[src/design/xs64s_pkg.sv]
// Types, constants and helper functions of the xorshift64* random stream.
package xs64s_pkg;

    localparam int WORD_W     = 64;
    localparam int HALF_W     = WORD_W / 2;
    localparam int BOUND_W    = 32;
    localparam int SPAN_W     = BOUND_W + 1;
    localparam int FRAC_SHIFT = 11;
    localparam int FRAC_W     = WORD_W - FRAC_SHIFT;
    localparam int CMD_W      = 2;
    localparam int REM_CNT_W  = $clog2(WORD_W);

    localparam logic [WORD_W-1:0] SEED_MIX = 64'h9E37_79B9_7F4A_7C15;
    localparam logic [WORD_W-1:0] OUT_MULT = 64'h2545_F491_4F6C_DD1D;

    localparam int SHIFT_R1 = 12;
    localparam int SHIFT_L  = 25;
    localparam int SHIFT_R2 = 27;

    localparam logic [CMD_W-1:0] CMD_RESEED = 2'd0;
    localparam logic [CMD_W-1:0] CMD_NEXT   = 2'd1;
    localparam logic [CMD_W-1:0] CMD_RANGE  = 2'd2;

    typedef struct packed {
        logic [CMD_W-1:0]          command;
        logic signed [WORD_W-1:0]  seed;
        logic signed [BOUND_W-1:0] range_low;
        logic signed [BOUND_W-1:0] range_high;
    } req_payload_t;

    typedef struct packed {
        logic [FRAC_W-1:0]         fraction_bits;
        logic signed [BOUND_W-1:0] range_value;
        logic                      is_range;
    } rsp_payload_t;

    typedef enum logic [1:0] {
        ST_IDLE,
        ST_MUL,
        ST_REM,
        ST_DONE
    } state_t;

    // A mixed seed of zero would lock the generator, so it is replaced.
    function automatic logic [WORD_W-1:0] mix_seed(input logic [WORD_W-1:0] seed);
        logic [WORD_W-1:0] m;
        begin
            m = seed ^ SEED_MIX;
            mix_seed = (m != '0) ? m : OUT_MULT;
        end
    endfunction

    function automatic logic [WORD_W-1:0] xorshift(input logic [WORD_W-1:0] s_in);
        logic [WORD_W-1:0] s;
        begin
            s = s_in;
            s = s ^ (s >> SHIFT_R1);
            s = s ^ (s << SHIFT_L);
            s = s ^ (s >> SHIFT_R2);
            xorshift = s;
        end
    endfunction

endpackage

[src/design/xs64s_stream_if.sv]
// Valid/ready stream channel carrying one payload item per handshake.
interface xs64s_stream_if #(
    parameter type payload_t = logic
) ();
    logic     valid;
    logic     ready;
    payload_t payload;

    modport source (output valid, output payload, input ready);
    modport sink (input valid, input payload, output ready);
endinterface

[src/design/xs64s_mul.sv]
// Low 64 bits of operand times the output constant, one 32x32 product per cycle.
module xs64s_mul (
    input  logic                         clk,
    input  logic                         rst_n,
    input  logic                         start,
    input  logic [xs64s_pkg::WORD_W-1:0] operand,
    output logic                         done,
    output logic [xs64s_pkg::WORD_W-1:0] product
);
    import xs64s_pkg::*;

    localparam logic [1:0] STEP_LOW     = 2'd0;
    localparam logic [1:0] STEP_CROSS_A = 2'd1;
    localparam logic [1:0] STEP_CROSS_B = 2'd2;

    logic              busy_reg, busy_next;
    logic              done_reg, done_next;
    logic [1:0]        step_reg, step_next;
    logic [WORD_W-1:0] a_reg, a_next;
    logic [WORD_W-1:0] acc_reg, acc_next;

    logic [HALF_W-1:0] a_half;
    logic [HALF_W-1:0] b_half;
    logic [WORD_W-1:0] partial;
    logic [WORD_W-1:0] term;

    // Cross products only reach the upper half of the 64-bit result.
    assign a_half  = (step_reg == STEP_CROSS_A) ? a_reg[WORD_W-1:HALF_W] : a_reg[HALF_W-1:0];
    assign b_half  = (step_reg == STEP_CROSS_B) ? OUT_MULT[WORD_W-1:HALF_W]
                                                : OUT_MULT[HALF_W-1:0];
    assign partial = WORD_W'(a_half) * WORD_W'(b_half);
    assign term    = (step_reg == STEP_LOW) ? partial
                                            : {partial[HALF_W-1:0], {HALF_W{1'b0}}};

    always_comb
    begin
        busy_next = busy_reg;
        done_next = 1'b0;
        step_next = step_reg;
        a_next    = a_reg;
        acc_next  = acc_reg;
        if (start)
        begin
            busy_next = 1'b1;
            step_next = STEP_LOW;
            a_next    = operand;
            acc_next  = '0;
        end
        else if (busy_reg)
        begin
            acc_next  = acc_reg + term;
            step_next = step_reg + 2'd1;
            if (step_reg == STEP_CROSS_B)
            begin
                busy_next = 1'b0;
                done_next = 1'b1;
            end
        end
    end

    always_ff @(posedge clk or negedge rst_n)
    begin
        if (!rst_n)
        begin
            busy_reg <= 1'b0;
            done_reg <= 1'b0;
            step_reg <= STEP_LOW;
        end
        else
        begin
            busy_reg <= busy_next;
            done_reg <= done_next;
            step_reg <= step_next;
        end
    end

    always_ff @(posedge clk)
    begin
        a_reg   <= a_next;
        acc_reg <= acc_next;
    end

    assign done    = done_reg;
    assign product = acc_reg;

endmodule

[src/design/xs64s_rem.sv]
// Restoring remainder unit: 64-bit dividend by a span of up to 2^32, one bit per cycle.
module xs64s_rem (
    input  logic                         clk,
    input  logic                         rst_n,
    input  logic                         start,
    input  logic [xs64s_pkg::WORD_W-1:0] dividend,
    input  logic [xs64s_pkg::SPAN_W-1:0] divisor,
    output logic                         done,
    output logic [xs64s_pkg::SPAN_W-1:0] remainder
);
    import xs64s_pkg::*;

    localparam logic [REM_CNT_W-1:0] LAST_STEP = REM_CNT_W'(WORD_W - 1);

    logic                 busy_reg, busy_next;
    logic                 done_reg, done_next;
    logic [REM_CNT_W-1:0] count_reg, count_next;
    logic [WORD_W-1:0]    dvd_reg, dvd_next;
    logic [SPAN_W-1:0]    dvs_reg, dvs_next;
    logic [SPAN_W-1:0]    rem_reg, rem_next;

    logic [SPAN_W:0]      trial;
    logic [SPAN_W:0]      diff;
    logic                 fits;

    // The running remainder stays below the divisor, so 33 bits hold it.
    assign trial = {rem_reg, dvd_reg[WORD_W-1]};
    assign fits  = (trial >= {1'b0, dvs_reg});
    assign diff  = trial - {1'b0, dvs_reg};

    always_comb
    begin
        busy_next  = busy_reg;
        done_next  = 1'b0;
        count_next = count_reg;
        dvd_next   = dvd_reg;
        dvs_next   = dvs_reg;
        rem_next   = rem_reg;
        if (start)
        begin
            busy_next  = 1'b1;
            count_next = '0;
            dvd_next   = dividend;
            dvs_next   = divisor;
            rem_next   = '0;
        end
        else if (busy_reg)
        begin
            rem_next   = fits ? diff[SPAN_W-1:0] : trial[SPAN_W-1:0];
            dvd_next   = {dvd_reg[WORD_W-2:0], 1'b0};
            count_next = count_reg + REM_CNT_W'(1);
            if (count_reg == LAST_STEP)
            begin
                busy_next = 1'b0;
                done_next = 1'b1;
            end
        end
    end

    always_ff @(posedge clk or negedge rst_n)
    begin
        if (!rst_n)
        begin
            busy_reg  <= 1'b0;
            done_reg  <= 1'b0;
            count_reg <= '0;
        end
        else
        begin
            busy_reg  <= busy_next;
            done_reg  <= done_next;
            count_reg <= count_next;
        end
    end

    always_ff @(posedge clk)
    begin
        dvd_reg <= dvd_next;
        dvs_reg <= dvs_next;
        rem_reg <= rem_next;
    end

    assign done      = done_reg;
    assign remainder = rem_reg;

endmodule

[src/design/xorshift64star_random_stream.sv]
// Top level of the xorshift64* random stream: command sequencer and generator state.
//
// Items arrive on req (command, seed, range_low, range_high) and results leave on
// rsp (fraction_bits, range_value, is_range); both are valid/ready channels.
// A reseed item is absorbed in its accept cycle and gives no result; req stays
// ready. A next item advances the state, then one shared 32x32 multiplier builds
// the 64-bit output product in its low, cross A and cross B steps; the result
// then passes the DONE state into the output register. A range item with a real
// span adds the remainder unit, which takes one dividend bit per cycle through
// all 64 bits. A range item whose high bound is not above its low bound returns
// the low bound through the DONE state without touching the generator state.
// Command code 3 is accepted and dropped. One item is in work at a time; req is
// ready again once the result sits in the output register, so the next item
// may start while that result waits. If the receiver stalls with the output
// register still full, the finished result waits inside and req stays low.
// Reset puts the state at the value seeded with zero and empties the output.
module xorshift64star_random_stream (
    input logic              clk,
    input logic              rst_n,
    xs64s_stream_if.sink     req,
    xs64s_stream_if.source   rsp
);
    import xs64s_pkg::*;

    state_t               state_reg, state_next;
    logic [WORD_W-1:0]    gen_reg, gen_next;
    logic                 is_range_reg, is_range_next;
    logic                 empty_reg, empty_next;
    logic [BOUND_W-1:0]   lo_reg, lo_next;
    logic [SPAN_W-1:0]    span_reg, span_next;
    logic                 out_valid_reg, out_valid_next;
    rsp_payload_t         out_reg, out_next;

    logic                 accept;
    logic                 out_load;
    logic                 mul_start;
    logic                 rem_start;
    logic                 mul_done;
    logic                 rem_done;
    logic [WORD_W-1:0]    product;
    logic [SPAN_W-1:0]    remainder;
    logic [WORD_W-1:0]    advanced;
    logic [BOUND_W-1:0]   lo_biased;
    logic [BOUND_W-1:0]   hi_biased;
    logic                 span_ok;

    assign accept    = req.valid && req.ready;
    assign advanced  = xorshift(gen_reg);
    // Flipping the sign bit makes signed bounds compare and subtract as unsigned.
    assign lo_biased = {~req.payload.range_low[BOUND_W-1], req.payload.range_low[BOUND_W-2:0]};
    assign hi_biased = {~req.payload.range_high[BOUND_W-1],
                        req.payload.range_high[BOUND_W-2:0]};
    assign span_ok   = (hi_biased > lo_biased);

    xs64s_mul u_mul (
        .clk     (clk),
        .rst_n   (rst_n),
        .start   (mul_start),
        .operand (advanced),
        .done    (mul_done),
        .product (product)
    );

    xs64s_rem u_rem (
        .clk       (clk),
        .rst_n     (rst_n),
        .start     (rem_start),
        .dividend  (product),
        .divisor   (span_reg),
        .done      (rem_done),
        .remainder (remainder)
    );

    // Next state.
    always_comb
    begin
        state_next = state_reg;
        unique case (state_reg)
            ST_IDLE:
            begin
                if (accept)
                begin
                    if (req.payload.command == CMD_NEXT)
                    begin
                        state_next = ST_MUL;
                    end
                    else if (req.payload.command == CMD_RANGE)
                    begin
                        state_next = span_ok ? ST_MUL : ST_DONE;
                    end
                end
            end
            ST_MUL:
            begin
                if (mul_done)
                begin
                    state_next = is_range_reg ? ST_REM : ST_DONE;
                end
            end
            ST_REM:
            begin
                if (rem_done)
                begin
                    state_next = ST_DONE;
                end
            end
            ST_DONE:
            begin
                if (out_load)
                begin
                    state_next = ST_IDLE;
                end
            end
            default:
            begin
                state_next = ST_IDLE;
            end
        endcase
    end

    // Sequencer outputs.
    always_comb
    begin
        req.ready = 1'b0;
        mul_start = 1'b0;
        rem_start = 1'b0;
        out_load  = 1'b0;
        unique case (state_reg)
            ST_IDLE:
            begin
                req.ready = 1'b1;
                if (req.valid)
                begin
                    mul_start = (req.payload.command == CMD_NEXT) ||
                                ((req.payload.command == CMD_RANGE) && span_ok);
                end
            end
            ST_MUL:
            begin
                rem_start = mul_done && is_range_reg;
            end
            ST_REM:
            begin
                rem_start = 1'b0;
            end
            ST_DONE:
            begin
                out_load = !out_valid_reg || rsp.ready;
            end
            default:
            begin
                req.ready = 1'b0;
            end
        endcase
    end

    // Datapath registers.
    always_comb
    begin
        gen_next       = gen_reg;
        is_range_next  = is_range_reg;
        empty_next     = empty_reg;
        lo_next        = lo_reg;
        span_next      = span_reg;
        out_next       = out_reg;
        out_valid_next = out_valid_reg;

        if (accept)
        begin
            lo_next       = req.payload.range_low;
            span_next     = {1'b0, hi_biased} - {1'b0, lo_biased} + SPAN_W'(1);
            is_range_next = (req.payload.command == CMD_RANGE);
            empty_next    = !span_ok;
            if (req.payload.command == CMD_RESEED)
            begin
                gen_next = mix_seed(req.payload.seed);
            end
            else if (mul_start)
            begin
                gen_next = advanced;
            end
        end

        if (rsp.ready)
        begin
            out_valid_next = 1'b0;
        end
        if (out_load)
        begin
            out_valid_next = 1'b1;
            if (is_range_reg)
            begin
                out_next.fraction_bits = '0;
                out_next.range_value   = empty_reg ? lo_reg : lo_reg + remainder[BOUND_W-1:0];
                out_next.is_range      = 1'b1;
            end
            else
            begin
                out_next.fraction_bits = product[WORD_W-1:FRAC_SHIFT];
                out_next.range_value   = '0;
                out_next.is_range      = 1'b0;
            end
        end
    end

    always_ff @(posedge clk or negedge rst_n)
    begin
        if (!rst_n)
        begin
            state_reg     <= ST_IDLE;
            gen_reg       <= mix_seed('0);
            out_valid_reg <= 1'b0;
        end
        else
        begin
            state_reg     <= state_next;
            gen_reg       <= gen_next;
            out_valid_reg <= out_valid_next;
        end
    end

    always_ff @(posedge clk)
    begin
        is_range_reg <= is_range_next;
        empty_reg    <= empty_next;
        lo_reg       <= lo_next;
        span_reg     <= span_next;
        out_reg      <= out_next;
    end

    assign rsp.valid   = out_valid_reg;
    assign rsp.payload = out_reg;

endmodule

[src/flat_wrapper.sv]
// flat-port wrapper written by rule: the top's interface ports become plain ports
module xorshift64star_random_stream_flat import xs64s_pkg::*;
  (clk, rst_n, req_valid, req_payload, req_ready, rsp_valid, rsp_payload, rsp_ready);
  xs64s_stream_if #(.payload_t(req_payload_t)) req_i ();
  xs64s_stream_if #(.payload_t(rsp_payload_t)) rsp_i ();
  input logic clk;
  input logic rst_n;
  input wire logic [$bits(req_i.valid)-1:0] req_valid;
  input wire logic [$bits(req_i.payload)-1:0] req_payload;
  output wire logic [$bits(req_i.ready)-1:0] req_ready;
  output wire logic [$bits(rsp_i.valid)-1:0] rsp_valid;
  output wire logic [$bits(rsp_i.payload)-1:0] rsp_payload;
  input wire logic [$bits(rsp_i.ready)-1:0] rsp_ready;
  assign req_i.valid = req_valid;
  assign req_i.payload = req_payload;
  assign req_ready = req_i.ready;
  assign rsp_valid = rsp_i.valid;
  assign rsp_payload = rsp_i.payload;
  assign rsp_i.ready = rsp_ready;
  xorshift64star_random_stream u_core (.clk(clk), .rst_n(rst_n), .req(req_i), .rsp(rsp_i));
endmodule
[config.mk]
export PLATFORM = sky130hd
export DESIGN_NAME = xorshift64star_random_stream_flat
export DESIGN_NICKNAME = d
export VERILOG_FILES = /design/src/design/xs64s_pkg.sv /design/src/design/xs64s_stream_if.sv /design/src/design/xs64s_mul.sv /design/src/design/xs64s_rem.sv /design/src/design/xorshift64star_random_stream.sv /design/src/flat_wrapper.sv
export SDC_FILE = /design/constraint.sdc
export NUM_CORES = 2
export LEC_CHECK = 0
export BUFFER_PORTS_ARGS = -buffer_cell sky130_fd_sc_hd__buf_2
export CORE_MARGIN = 2
export CORE_UTILIZATION = 58
export DETAILED_ROUTE_END_ITERATION = 16
export PLACE_DENSITY = 0.81
export SLEW_MARGIN = 0
export SYNTH_ARGS = -nofsm -noshare
export SYNTH_HDL_FRONTEND = slang
export SYNTH_SLANG_ARGS = --single-unit
export TNS_END_PERCENT = 5
[constraint.sdc]
create_clock -name clk -period 11.95 [get_ports clk]
set_clock_uncertainty 0.05 [all_clocks]
set_input_delay 2.39 -clock clk [delete_from_list [all_inputs] [get_ports clk]]
set_output_delay 2.39 -clock clk [all_outputs]
set_load 0.005 [all_outputs]
Yosys cells after proc, flatten, opt, wreduce, memory -nomap -nowiden
Cells that the tools add are included. W data, S select, Z words.

Muxes and demuxes: 43. Add/sub/neg operators: 7. $lt $le $gt $ge: 2. Equality and inequality tests: 13. Reductions and logical operators: 17. Multipliers: 1. Bitwise operators: 6.

Operator list (count): $mux W64 (6); $add A64 B64 Y64 (1); $mux W32 (2); $reduce_bool A64 Y1 (1); $xor A64 B37 Y64 (1); $xor A64 B52 Y64 (1); $xor A64 B64 Y64 (1); $mul A32 B31 Y63 (1); $not A38 Y38 (1); $ge A34 B33 Y1 (1); $add A33 B1 Y33 const B (1); $mux W33 (1); $sub A32 B32 Y33 (1); $sub A33 B33 Y33 (1); $add A32 B32 Y32 (1); $gt A32 B32 Y1 (1); $mux W31 (1); $mux W1 (21); $mux W2 (9); $mux W6 (2); $eq A2 B2 Y1 const B (4); $pmux W2 S4 (1); $reduce_bool A2 Y1 (4); $add A6 B1 Y6 const B (1); 13 further kinds (24).

Output and inout bits: 88. Logic and storage cells: 110. Bits in registers: 490. Bits of input ports: 134.

Depth between registers and ports, before layout
Word-level depth: 8. Mapped depth: 50. Mapped depth without buffers: 45.

Modules after synthesis
From an unflattened synthesis, not the netlist that was laid out.

Cells, all modules: 5599. Area, all modules: 54288.3 µm².

Modules (own cells, without submodules): xs64s_mul (cells each 3548, instances 1, area an instance 32478.6 µm²); xorshift64star_random_stream (cells each 1349, instances 1, area an instance 14101.0 µm²); xs64s_rem (cells each 702, instances 1, area an instance 7708.6 µm²).

Worst setup path before layout
Ideal clock, no wire load.

Kind: reg2reg. Start point: reg u_core.u_mul.step_reg[1]. End point: reg u_core.u_mul.acc_reg[63], in the netlist u_core.u_mul.product[63]. Arrival time: 11368 ps. Library setup time: 123 ps. Path buffers: 5. Stages on the path, launching flop included: 45. Setup slack: 409 ps. Cells stage by stage: dfrtp_1 > inv_1 > ha_1 > clkbuf_1 > buf_2 > buf_2 > buf_1 > mux2i_1 > inv_1 > nand2b_1 > inv_1 > fa_1 > fa_1 > inv_1 > fa_1 > fa_1 > inv_1 > fa_1 > (+9 left out) > nor2_1 > o21ai_0 > a31oi_1 > xnor2_1 > mux2_2 > ha_1 > clkbuf_1 > nand2_1 > o21ai_0 > a21oi_1 > o21bai_1 > a21o_1 > a21o_1 > a311oi_2 > o21ai_1 > o41ai_2 > mux2i_1 > mux2_1.

Word-level cells in the longest chain between the ends: 5. Elaborated cells between the ends (all ways): 8. Classes of those cells: add/sub: 1; mul: 1; eq/ne: 2; mux: 3; reduce/logical: 1.

RTL lines: start: declaration (line xs64s_mul.sv:18) `logic [1:0] step_reg, step_next;`; start signal: assignment (line xs64s_mul.sv:73) `step_reg <= step_next;`; $eq A2 B1 Y1 / $eq A2 B2 Y1 (equally long branches) (line xs64s_mul.sv:28, xs64s_mul.sv:29); $mux W32 / $mux W31 (equally long branches) (line xs64s_mul.sv:28, xs64s_mul.sv:29); $mul A32 B31 Y63 (line xs64s_mul.sv:31) `assign partial = WORD_W'(a_half) * WORD_W'(b_half);`; $mux W64 (*) (line xs64s_mul.sv:32) `assign term = (step_reg == STEP_LOW) ? partial`; $add A64 B64 Y64 (*) (line xs64s_mul.sv:51) `acc_next = acc_reg + term;`; end signal: assignment (line xs64s_mul.sv:80) `acc_reg <= acc_next;`; end: declaration (line xs64s_mul.sv:20) `logic [WORD_W-1:0] acc_reg, acc_next;`.

Every way passes the cells marked *; elsewhere a longest branch is shown, timed or not. A chain may end at the register's enable or synchronous reset.

Worst setup path after layout
Same ends and word-level chain as after synthesis.

==> metrics.cfg <==
[status]
outcome = complete, no violations

[clocking]
cts_tree = done
cts_inserted_buffers = 52
clockBufferDepth = 3
ctsHtreeMaxLevel = 2
clock-sinks = 490
clkSlewWorstSetupHoldPaths_ps = 70
clkLatencyLatePin_ps = 640
cts_root_buffer = clkbuf_16

[routing]
drtIter0Drc = 3715
wl_per_cell_um = 21.8
viasPerCell = 5.84
route.detailed.drc = 0
vias = 41400
drt_pass1_iterations = 6
wirelength_um = 155000
drtAntennaViolNets = 0

[yosys]
syn-cell-area_sq_um = 53700
synth-seq-area-share_pct = 25.0
yosys.cell_types.count = 91
async_flop_share_pct = 16.1
synth-seq-cells = 490
synth_ff_type = edfxtp_1
synth_edf_count = 314
syn_inst = 5630
synth_area_per_cell_sq_um = 9.53
ys_warn_count = 0

[global_routing]
grt_usage_pct = 32.8
grt_max_degree = 129
antenna_found_initial = 3
gr-usage-met3_pct = 5.67
grt_use_met2_pct = 53.0
met1_usage_pct = 43.3
grt_pass1_wl_um = 238000
grt.busiest_layer = met2
overflow = 0
first_global_vias = 41700

[sta]
finalMaxSlewViolations = 0
setup_viol_count_final = 0
finalCritPeriodShare_pct = 96.6
hold_violations = 0
tightestPinTransition_ps = 1300
hold_slack_ps = 368
max_freq_mhz = 86.6
relSlewSlack_pct = 13.3
finalWorstSetupSlack_ps = 405
period_needed_ps = 11540

[floorplanning]
dieWidth_um = 308
pin_count = 222
die_y_um = 308
initial_utilization_pct = 58.6
core_sq_um = 91700
dieArea_sq_um = 95000
rows = 111

[place]
pre_cts_ws_ps = 228
portBuffers = 221
hpwl_um = 126000
dpl.cell_count = 6993
gp_congestion = 1.04

[worst_setup_path]
crit_path_frequent_cell = fa_1
crit_slowest_cell = mux2i_1
required_ps = 12430
max_stage_delay_ps = 860
ff2ff_path_depth = 43
r2r-end = u_core.u_mul.product[63]$_SDFFE_PP0P_
endpoint_kind = flip-flop
rr_startpoint = u_core.u_mul.step_reg[1]$_DFFE_PN0P_
critPathLaunchType = flip-flop
r2r_slack_ps = 410
worstSetupPathType = reg -> reg
cp_max_fo = 12
cp.arrival_ps = 12020

[layout]
fin_cells = 7093
diodes = 0
drive_gt1_share_pct = 9.21
largest_reg_flops = 86
utilization_pct = 63.6
area_growth_pct = 8.60
finalNetCount = 7174

[flow_run]
drv_cap = 0

[min_path]
hold_depth = 0
min_to = u_core.u_rem.dvs_reg[3]$_DFFE_PP_
hold_class = reg -> reg
hp-start = u_core.span_reg[3]$_DFFE_PP_

## synthesized netlist by cell type (all sizes together), types with 46 or more instances
library cell | number | share of area (%)
inv | 960 | 6.7
fa | 594 | 22
ha | 582 | 14
nand2 | 506 | 3.5
nor2 | 385 | 2.7
a21oi | 324 | 3.0
edfxtp | 314 | 18
o21ai | 264 | 2.5
xnor2 | 253 | 4.1
clkbuf | 140 | 0.98
xor2 | 125 | 2.0
a21o | 102 | 1.4
mux2i | 102 | 1.9
dfxtp | 97 | 3.6
nor2b | 89 | 1.0
nand3 | 59 | 0.55
nor3 | 55 | 0.53
nand4 | 54 | 0.63
nand2b | 46 | 0.54
## stage by stage
| stage | TNS (ps) | cell area, sq um |
|---|---|---|
| 2_1_floorplan | 0 | 53700 |
| 3_3_place_gp | 0 | 56500 |
| 3_5_place_dp | 0 | 56500 |
| 4_1_cts | 0 | 58200 |
| 5_1_grt | -21.9 | 58300 |
| 6_report | 0 | 58300 |
## layer usage
metal | wire [um] | up-vias
li1 | - | 19000
met5 | 12 | -
met3 | 12100 | 387
met4 | 8010 | 2
met1 | 63100 | 20200
met2 | 71700 | 1791
## cell families after synthesis
kind of cell	after synthesis	synth area share (%)
and+or+nand+nor	1348	11.5
DFF	490	25.0
AOI/OAI and AO/OA	976	11.3
buffers and inverters	1136	7.99
muxes	124	2.36
adders and majority gates	1176	35.7
other	2	0.0140
xor gates and xnor gates	378	6.17
## worst max path at each step
| stage | to | start | slack (ps) |
|---|---|---|---|
| 6_report | u_core.u_mul.product[63]$_SDFFE_PP0P_ | u_core.u_mul.step_reg[1]$_DFFE_PN0P_ | 410 |
| 5_1_grt | u_core.u_mul.product[63]$_SDFFE_PP0P_ | u_core.u_mul.step_reg[1]$_DFFE_PN0P_ | -20 |
| 4_1_cts | u_core.u_mul.product[63]$_SDFFE_PP0P_ | u_core.u_mul.step_reg[1]$_DFFE_PN0P_ | 220 |
| 3_5_place_dp | u_core.u_mul.product[63]$_SDFFE_PP0P_ | u_core.u_mul.step_reg[1]$_DFFE_PN0P_ | 230 |
| 3_3_place_gp | u_core.u_mul.product[63]$_SDFFE_PP0P_ | u_core.u_mul.step_reg[1]$_DFFE_PN0P_ | 470 |
| 2_1_floorplan | u_core.u_mul.product[63]$_SDFFE_PP0P_ | u_core.u_mul.step_reg[1]$_DFFE_PN0P_ | 410 |
## cells in the final DEF (no fill, tap or decap), drive strengths merged, types with 24 or more instances in the layout
cell type	count
inv	965
fa	594
ha	582
nand2	506
nor2	385
buf	331
a21oi	324
edfxtp	314
o21ai	264
xnor2	253
xor2	125
mux2i	102
a21o	102
dfxtp	97
nor2b	89
clkbuf	69
nand3	59
nor3	55
nand4	54
nand2b	46
o21bai	45
and2	44
dfrtp	41
dfstp	38
a31oi	29
o21a	28
a211oi	28
o211ai	25
clkinv	24
## critical path, delay by kind of cell (launching register included)
| family | cells | cell delay, ps |
|---|---|---|
| and+or+nand+nor | 4 | 410 |
| DFF | 1 | 430 |
| buffers and inverters | 6 | 1100 |
| AOI/OAI and AO/OA | 19 | 3740 |
| muxes | 3 | 1450 |
| adders and majority gates | 11 | 4250 |
## timing repair
action | 4_1_cts | 5_1_grt
resized for setup | 0 | 6
buffers inserted | 0 | 3
hold buffers | 0 | 0
endpoints found under the setup margin | 0 | 6
## layout make-up
cell class,count,area [sq um]
clock inverter,28,287
multi-input combinational,4022,36100
timing repair buffer,331,1940
fill,7608,33400
clock buffer,69,1410
tap,1186,1480
inverter,967,3630
sequential,490,13400
Power is not shown: default switching activity piles up to over one toggle a cycle in this logic, so the estimate is an artifact.
